File: config.mk
export PLATFORM = sky130hd
export DESIGN_NAME = glpw_div
export DESIGN_NICKNAME = d
export VERILOG_FILES = /design/src/rtl/glpw_pkg.sv /design/src/rtl/glpw_div.sv
export SDC_FILE = /design/constraint.sdc
export NUM_CORES = 1
export LEC_CHECK = 0
export ABC_CLOCK_PERIOD_IN_PS = 5600
export BUFFER_PORTS_ARGS = -buffer_cell sky130_fd_sc_hd__buf_2
export CORE_ASPECT_RATIO = 1.2
export CORE_MARGIN = 2
export CORE_UTILIZATION = 45
export DETAILED_ROUTE_END_ITERATION = 16
export PLACE_DENSITY = 0.68
export SYNTH_ARGS = -nofsm -noshare
export SYNTH_HDL_FRONTEND = slang
export SYNTH_SLANG_ARGS = --single-unit
File: constraint.sdc
create_clock -name i_clk -period 5.6 [get_ports i_clk]
set_input_delay 0.28 -clock i_clk [delete_from_list [all_inputs] [get_ports i_clk]]
set_output_delay 0.28 -clock i_clk [all_outputs]
set_load 0.05 [all_outputs]
File: src/rtl/glpw_pkg.sv
// ----------------------------------------------------------------------------
// glpw_pkg: shared types and constants for the grid line passability walk
// Grid size, field widths, FSM state encoding and divider result bundle.
// ----------------------------------------------------------------------------
package glpw_pkg;

    // grid is 2^COORD_BITS x 2^COORD_BITS cells (valid range 4..12)
    localparam int COORD_BITS = 8;
    // width of every coordinate field on the ports
    localparam int FIELD_W    = 8;
    // one map row per RAM word
    localparam int ROW_W      = 2 ** COORD_BITS;
    localparam int ROWS       = 2 ** COORD_BITS;
    localparam int DIV_CNT_W  = $clog2(COORD_BITS + 1);

    localparam logic CMD_WRITE = 1'b0;
    localparam logic CMD_CHECK = 1'b1;

    typedef logic [COORD_BITS-1:0] t_coord;
    typedef logic [ROW_W-1:0]      t_row;
    typedef logic [FIELD_W-1:0]    t_field;

    typedef enum logic [2:0] {
        S_CLR,
        S_IDLE,
        S_WR_RD,
        S_WR_WB,
        S_DIV,
        S_WALK,
        S_DONE
    } t_state;

    typedef struct packed {
        logic   done;
        t_coord quo;
        t_coord rem;
    } t_div_res;

    // port field -> grid coordinate (wraps to the grid size)
    function automatic t_coord to_coord(t_field f);
        logic [FIELD_W+COORD_BITS-1:0] tmp;
        tmp = {{COORD_BITS{1'b0}}, f};
        return tmp[COORD_BITS-1:0];
    endfunction

    // grid coordinate -> port field (zero extend or truncate)
    function automatic t_field to_field(t_coord c);
        logic [FIELD_W+COORD_BITS-1:0] tmp;
        tmp = {{FIELD_W{1'b0}}, c};
        return tmp[FIELD_W-1:0];
    endfunction

endpackage

File: src/rtl/glpw_div.sv
// ----------------------------------------------------------------------------
// glpw_div: restoring unsigned divider
// One quotient bit per cycle; done pulses for one cycle with quo and rem.
// ----------------------------------------------------------------------------
module glpw_div (
    input  logic              i_clk,
    input  logic              i_rst_n,
    input  logic              i_start,
    input  glpw_pkg::t_coord  i_dividend,
    input  glpw_pkg::t_coord  i_divisor,
    output glpw_pkg::t_div_res o_res
);
    import glpw_pkg::*;

    logic                 r_busy, n_busy;
    logic                 r_done, n_done;
    logic [DIV_CNT_W-1:0] r_cnt, n_cnt;
    t_coord               r_aq, n_aq;
    t_coord               r_rem, n_rem;
    t_coord               r_d, n_d;
    logic [COORD_BITS:0]  shifted;
    logic [COORD_BITS:0]  diff;

    always_comb begin
        shifted = {r_rem, r_aq[COORD_BITS-1]};
        diff    = shifted - {1'b0, r_d};
        n_busy  = r_busy;
        n_done  = 1'b0;
        n_cnt   = r_cnt;
        n_aq    = r_aq;
        n_rem   = r_rem;
        n_d     = r_d;
        if (i_start) begin
            n_busy = 1'b1;
            n_cnt  = DIV_CNT_W'(COORD_BITS);
            n_aq   = i_dividend;
            n_rem  = '0;
            n_d    = i_divisor;
        end else if (r_busy) begin
            if (shifted >= {1'b0, r_d}) begin
                n_rem = diff[COORD_BITS-1:0];
                n_aq  = {r_aq[COORD_BITS-2:0], 1'b1};
            end else begin
                n_rem = shifted[COORD_BITS-1:0];
                n_aq  = {r_aq[COORD_BITS-2:0], 1'b0};
            end
            n_cnt = r_cnt - 1'b1;
            if (r_cnt == DIV_CNT_W'(1)) begin
                n_busy = 1'b0;
                n_done = 1'b1;
            end
        end
    end

    always_ff @(posedge i_clk) begin
        if (!i_rst_n) begin
            r_busy <= 1'b0;
            r_done <= 1'b0;
            r_cnt  <= '0;
        end else begin
            r_busy <= n_busy;
            r_done <= n_done;
            r_cnt  <= n_cnt;
        end
        r_aq  <= n_aq;
        r_rem <= n_rem;
        r_d   <= n_d;
    end

    assign o_res.done = r_done;
    assign o_res.quo  = r_aq;
    assign o_res.rem  = r_rem;
endmodule

# --- Word-level counts from Yosys, hierarchy flattened ---
# Index checks and enable logic that the tools add are counted.
op_classes:
  n_addsub: 2
  order_cmp: 1
  eq_ne: 1
  mux: 10
  bitwise: 2
  n_reduce_logical: 3
ops:
  columns: ["op", "count"]
  rows:
  - ["$mux 8", 3]
  - ["$ge 9x8->1", 1]
  - ["$mux 4", 2]
  - ["$sub 8x8->8", 1]
  - ["$mux 1", 5]
  - ["$eq 4x1->1 const B", 1]
  - ["$sub 4x1->4 const B", 1]
  - ["$reduce_or 3->1", 1]
  - ["$not 1->1", 2]
  - ["$reduce_bool 2->1", 1]
  - ["$reduce_or 2->1", 1]
totals:
  reg_bits: 30
  output_inout_bits: 17
  elab_cells: 26

# --- Depth between registers and ports, before layout ---
# Gate-level depths: netlist of run 1.
logic_depth:
  depth_word: 4
  depth_mapped: 8

# --- Worst setup path after synthesis of run 1 ---
# OpenSTA, ideal clock, no wires.
synth_path:
  path_kind: "flip-flop to flip-flop"
  start: "register r_aq[7]"
  end: "register r_rem[6]"
  setup_ps: 91
  arrival_ps: 2308
  required_ps: 5509
  slack_ps: 3201
  path_stages_with_launch: 9
  n_path_buf: 0
  synth_period_minus_slack_ps: 2399
  path_cell_list: "edfxtp_1 > inv_1 > ha_1 > fa_1 > nand2b_1 > a2111oi_0 > a311oi_1 > a21o_1 > a311oi_1"
synth_via:
  elab_chain_cells: 2
  elab_cells_between_ends: 3
  cone_classes: "1 x add/sub; 1 x order compare; 1 x mux"
synth_rtl:
  columns: ["element", "line_no", "text"]
  rows:
  - ["start, declared", "glpw_div.sv:18", "t_coord r_aq, n_aq;"]
  - ["start signal, assigned", "glpw_div.sv:65", "r_aq <= n_aq;"]
  - ["$sub 8x8->8 / $ge 9x8->1 (equally long branches)", "glpw_div.sv:26, glpw_div.sv:40", null]
  - ["$mux 8 (*)", "glpw_div.sv:40", "if (shifted >= {1'b0, r_d}) begin"]
  - ["end signal, assigned", "glpw_div.sv:66", "r_rem <= n_rem;"]
  - ["end, declared", "glpw_div.sv:19", "t_coord r_rem, n_rem;"]
# Mark *: on every way between the ends. The rest lies on a longest branch, timed or not.
# A chain may end at the register's enable or synchronous reset.

# --- Worst setup path in the final report of run 1 ---
# Ends and elaborated chain as after synthesis.

==> results_dict.tcl, run 1 <==
set metrics [dict create \
    status "finished clean" \
    fill_cells 317 \
    ys_types 46 \
    drt-initial-drc-count 67 \
    nNetsFinal 229 \
    max-vdd-ir-drop_mv 0.180 \
    routabilityCongestion 0.816 \
    critPathKind "register to register" \
    synthArstFlopShare 0 \
    netlist_top_cells_area "edfxtp_1, dfxtp_1, ha_1" \
    finalMaxSlewViolations 0 \
    ant_nets 0 \
    synth_top_area_share 0.289 \
    wl_um 3480 \
    period_share 0.407 \
    via_per_inst 5.55 \
    crit_arrival_ns 2.48 \
    synth_nets 192 \
    synth_commonest_cells "inv_1, nor2_1, edfxtp_1" \
    grt_usage 0.180 \
    skew_ns 0.00547 \
    grt_pass1_vias 1284 \
    period_needed_ns 2.28 \
    antenna_found_initial 0 \
    rr_worst_depth 8 \
    post_drt_wl_per_cell_um 14.5 \
    post_cts_buffers 0 \
    ys_seq_area_frac 0.458 \
    cp-start-kind "register" \
    rsz0062_at_grt "no" \
    relSlewSlack 0.610 \
    use_met3 0.0494 \
    post-dp-hpwl_um 2670 \
    cts_hold_buf 0 \
    grt.busiest_layer "met2" \
    syn_area_per_cell_um2 10.3 \
    leakage_uw 0.000800 \
    dr.pass1.iters 4 \
    crit_fanout 3 \
    cts_inserted_buffers 5 \
    dieArea_mm2 0.00420 \
    synth.ff_latch_count 30 \
    num_vias 1327 \
    hold_viol 0 \
    clock_sinks 30 \
    grtUsageMet1 0.205 \
    post_cts_resized 0 \
    rows 24 \
    power_density_mw_per_mm2 316 \
    grt_first_pass_wirelength_um 5660 \
    met2_usage 0.314 \
    io_pins 36 \
    setup_viol 0 \
    die_x_um 59.5 \
    syn_to_final_growth_pct 16.3 \
    diodes 0 \
    clk_pin_slew_worst_paths_ns 0.06 \
    h-tree-depth 2 \
    grt_start_max_net_pins 32 \
    synth_ff_type "edfxtp_1" \
    clkLatencyLatePin_ns 0.28 \
    die_y_um 70.6 \
    drcViolationCount 0 \
    cts_buffer_depth 2 \
    cts_tree "built" \
    crit_end "r_rem[6]" \
    overflow 0 \
    ys_warn_count 0 \
    cts_root_buf "clkbuf_8" \
    rrSetupSlack_ns 3.32 \
    final.setup.tns_ns 0 \
    drive_gt1_frac 0.285 \
    maxCapViolations 0 \
    p_total_uw 612 \
    cp-end-kind "register" \
    min_path_type "input port to register" \
    required_ns 5.80 \
    regToRegEndpoint "r_rem[6]" \
    initial_core_util 0.465 \
    tightest_slew_ns 0.583 \
    max_freq_mhz 439 \
    numPortBuffers 35 \
    design.core.area_mm2 0.00357 \
    yosys.area.top_type "edfxtp_1" \
    cp-startpoint "r_aq[7]" \
    syn_area_mm2 0.00166 \
    crit-reg2reg-launch "r_aq[7]" \
    synthCells 162 \
    synth_edf_count 16 \
]
[critical path, cell delays in order, from the launching register on]
cell and delay, ns:
edfxtp_1 0.38, inv_1 0.07, ha_1 0.23, fa_1 0.41
nand2b_1 0.20, a2111oi_0 0.41, a311oi_1 0.10, a21o_1 0.17
a311oi_1 0.22
[area by class of cell]
type | count | area (um2) | share of cell area
Tap cell | 39 | 48.8 | 0.0252
Multi-Input combinational cell | 110 | 803 | 0.416
Sequential cell | 30 | 761 | 0.394
Clock inverter | 2 | 8.76 | 0.00453
Timing Repair Buffer | 35 | 175 | 0.0906
Clock buffer | 6 | 72.6 | 0.0375
Inverter | 17 | 63.8 | 0.0330
[how the worst min path moves through the flow]
stage	start	endpoint	slack [ns]	cells after the start
5_1_grt	i_divisor[2]	r_d[2]	0.16	1
4_1_cts	i_divisor[0]	r_d[0]	0.16	1
6_report	i_divisor[6]	r_d[6]	0.17	1
2_1_floorplan	i_divisor[0]	r_d[0]	0.38	0
3_5_place_dp	i_divisor[4]	r_d[4]	0.46	1
3_3_place_gp	i_divisor[4]	r_d[4]	0.46	1
[flip-flops by register name (all words and copies together) (netlist names)]
name and count:
r_aq 8, r_busy 1, r_cnt 4, r_d 8, r_done 1, r_rem 8
[cell families (layout without fill, tap and decap cells)]
logic type / Yosys count / after routing / share of synthesized area
fa+ha+maj: 11 / 11 / 0.0873
compound gates: 36 / 36 / 0.166
simple gates: 49 / 49 / 0.146
buf+inv: 22 / 60 / 0.0587
mux: 7 / 7 / 0.0474
xor+xnor: 7 / 7 / 0.0369
flops: 30 / 30 / 0.458
[cell usage in the layout (no fill, tap or decap), drive strengths merged, types with 2 or more instances in the layout]
| cell | n |
|---|---|
| a21o | 3 |
| nor3 | 2 |
| a211oi | 2 |
| o211ai | 2 |
| nor2b | 2 |
| a311oi | 6 |
| nand2b | 4 |
| xor2 | 3 |
| xnor2 | 4 |
| mux2 | 7 |
| nand3 | 5 |
| a21oi | 7 |
| inv | 17 |
| buf | 35 |
| nor2 | 18 |
| dfxtp | 14 |
| nand2 | 9 |
| ha | 10 |
| edfxtp | 16 |
| clkbuf | 6 |
| a311o | 2 |
| o21ai | 6 |
| clkinv | 2 |
| or3 | 2 |
[per-stage QoR]
step | std cells | setup slack (ns) | utilization | hold slack [ns] | instance area [um2]
3_5_place_dp | 231 | 3.35 | 0.518 | 0.459 | 1850
3_3_place_gp | 231 | 3.46 | 0.518 | 0.456 | 1850
5_1_grt | 239 | 3.11 | 0.541 | 0.160 | 1930
4_1_cts | 239 | 3.32 | 0.541 | 0.164 | 1930
6_report | 239 | 3.32 | 0.541 | 0.170 | 1930
2_1_floorplan | 162 | 3.20 | - | 0.379 | 1660
[per-layer routing]
metal	up-vias	wire length, um
met5	-	0
met4	0	57
met3	6	183
met2	37	1820
met1	621	1410
li1	663	-
[where the power goes]
group          leakage [uW]  internal (uW)  switching [uW]
logic              0.000484           61.3             116
clock network     0.0000426           85.2            79.8
registers          0.000274            254            16.0
Power figures use the tool's default switching activity.
==> run 2: changes to the inputs <==
ABC_CLOCK_PERIOD_IN_PS = 2300   (was 5600)
clock period = 2.3 ns   (was 5.6 ns; I/O delays follow)
==> run 2 against run 1 <==
Compared with the run above:
- critical path depth unchanged
- maximum frequency grew 8.0%
- sequential cell count is the same
- cell area is 3.2% higher
- clock power increased by 140%
- register-to-register slack worse by 3.1 ns
- clock-buffer cell count is 2 higher
- sequential share of layout area decreased by 1.2 points
- critical path type unchanged
- largest power group unchanged
==> results_dict.tcl, run 2 (synthesis gave the netlist of run 1 again) <==
set metrics [dict create \
    cts_tree "built" \
    crit_slowest_cell "edfxtp_1" \
    grt_pass1_vias 1389 \
    period_needed_ns 2.11 \
    critPathKind "register to register" \
    hold_viol 0 \
    finalMaxSlewViolations 0 \
    clock_sinks 30 \
    post_cts_buffers 0 \
    cp-end-kind "register" \
    io_pins 36 \
    drt-initial-drc-count 70 \
    die_y_um 70.6 \
    post_cts_resized 0 \
    cts_inserted_buffers 5 \
    h-tree-depth 2 \
    syn_to_final_growth_pct 20.1 \
    required_ns 2.49 \
    overflow 0 \
    layout_common_cells "buf_2, inv_1, nor2_1, edfxtp_1, dfxtp_1" \
    diodes 0 \
    num_vias 1360 \
    pre_cts_ws_ns 0.213 \
    initial_core_util 0.465 \
    crit_path_frequent_cell "a311oi_1" \
    tightest_slew_ns 0.586 \
    rows 24 \
    ant_nets 0 \
    crit_arrival_ns 2.30 \
    final.setup.tns_ns 0 \
    dr.pass1.iters 4 \
    setup_ws_ns 0.191 \
    routabilityCongestion 0.828 \
    crit_fanout 3 \
    grt_start_max_net_pins 32 \
    clk_pin_slew_worst_paths_ns 0.06 \
    max_freq_mhz 474 \
    crit_chain "inv_1 -> ha_1 -> fa_2 -> nand2b_4 -> a2111oi_2 -> a311oi_1 -> a21o_1 -> a311oi_1" \
    antenna_found_initial 0 \
    path_buf_inv 1 \
    power_density_mw_per_mm2 757 \
    status "finished clean" \
    drive_gt1_frac 0.293 \
    nNetsFinal 234 \
    min_path_type "input port to register" \
    max-vdd-ir-drop_mv 0.506 \
    maxCapViolations 0 \
    rsz0062_at_grt "no" \
    relSlewSlack 0.609 \
    reg_top3 "r_aq x8, r_d x8, r_rem x8" \
    numPortBuffers 35 \
    clkLatencyLatePin_ns 0.28 \
    drcViolationCount 0 \
    post-dp-hpwl_um 2730 \
    design.core.area_mm2 0.00357 \
    skew_ns 0.00300 \
    die_x_um 59.5 \
    grt_usage 0.191 \
    period_share 0.917 \
    grt_first_pass_wirelength_um 5990 \
    cts_hold_buf 1 \
    wl_um 3630 \
    final_common_cell "buf_2" \
    cts_buffer_depth 2 \
    critPathMaxStageDelay_ns 0.38 \
    post_drt_wl_per_cell_um 14.9 \
    cp_top_family "compound AO/OA/AOI/OAI gates" \
    fill_cells 339 \
    via_per_inst 5.57 \
    leakage_uw 0.000824 \
    dieArea_mm2 0.00420 \
    cts_root_buf "clkbuf_8" \
    cp-start-kind "register" \
    setup_viol 0 \
]
## run 2: cell types whose count changed in the layout (fill, tap and decap cells not counted), sizes merged
| cell | before | now |
|---|---|---|
| buf | 35 | 36 |
| clkbuf | 6 | 8 |
| clkinv | 2 | 0 |
| dlygate4sd3 | 0 | 4 |
## run 2: worst paths after layout
| kind | slack [ns] | from | cells past startpoint | to |
|---|---|---|---|---|
| worst max-delay path | 0.19 | r_aq[7] | 8 | r_rem[6] |
| worst min-delay path | 0.01 | i_divisor[1] | 1 | r_d[1] |
| worst max register to register | 0.19 | r_aq[7] | 8 | r_rem[6] |
| worst min register to register | 0.51 | r_cnt[1] | 2 | r_cnt[1] |
## run 2: per-layer routing
| layer | part of all wire | up-vias | global-route usage | wire length [um] |
|---|---|---|---|---|
| met2 | 0.54 | 46 | 0.328 | 1940 |
| met4 | 0.019 | 0 | 0.0833 | 70 |
| met1 | 0.39 | 632 | 0.204 | 1400 |
| li1 | - | 673 | - | - |
| met3 | 0.058 | 9 | 0.0676 | 209 |
| met5 | 0 | - | 0 | 0 |
## run 2: cell type report
cell class,instances,area [um2],area share
inverters,17,63.8,0.0320
flip-flops and latches,30,761,0.381
repair buffers,40,223,0.112
multi-input cells,110,820,0.411
well taps,39,48.8,0.0245
clock buffers,8,80.1,0.0401
## run 2: power by group
part | total, uW | switching, uW | internal, uW
clock network | 400 | 185 | 214
logic | 452 | 291 | 161
registers | 658 | 39.8 | 618
total | 1510 | 516 | 994
## run 2: metrics by stage
stage	util	instance area (um2)	total power (uW)	hold WS, ns	cells
floorplan	-	1680	1000	0.214	162
finish	0.558	2000	1510	0.0134	244
global placement	0.525	1880	1100	0.291	232
global route	0.558	2000	1580	0.00100	244
detailed placement	0.525	1880	1110	0.293	232
CTS	0.550	1970	1510	0.000267	241
## run 2: worst register-to-register path, stage by stage, from the launching register on
cell and delay, ns:
edfxtp_1 0.38, inv_1 0.06, ha_1 0.23, fa_2 0.37, nand2b_4 0.17, a2111oi_2 0.32
a311oi_1 0.10, a21o_1 0.18, a311oi_1 0.23
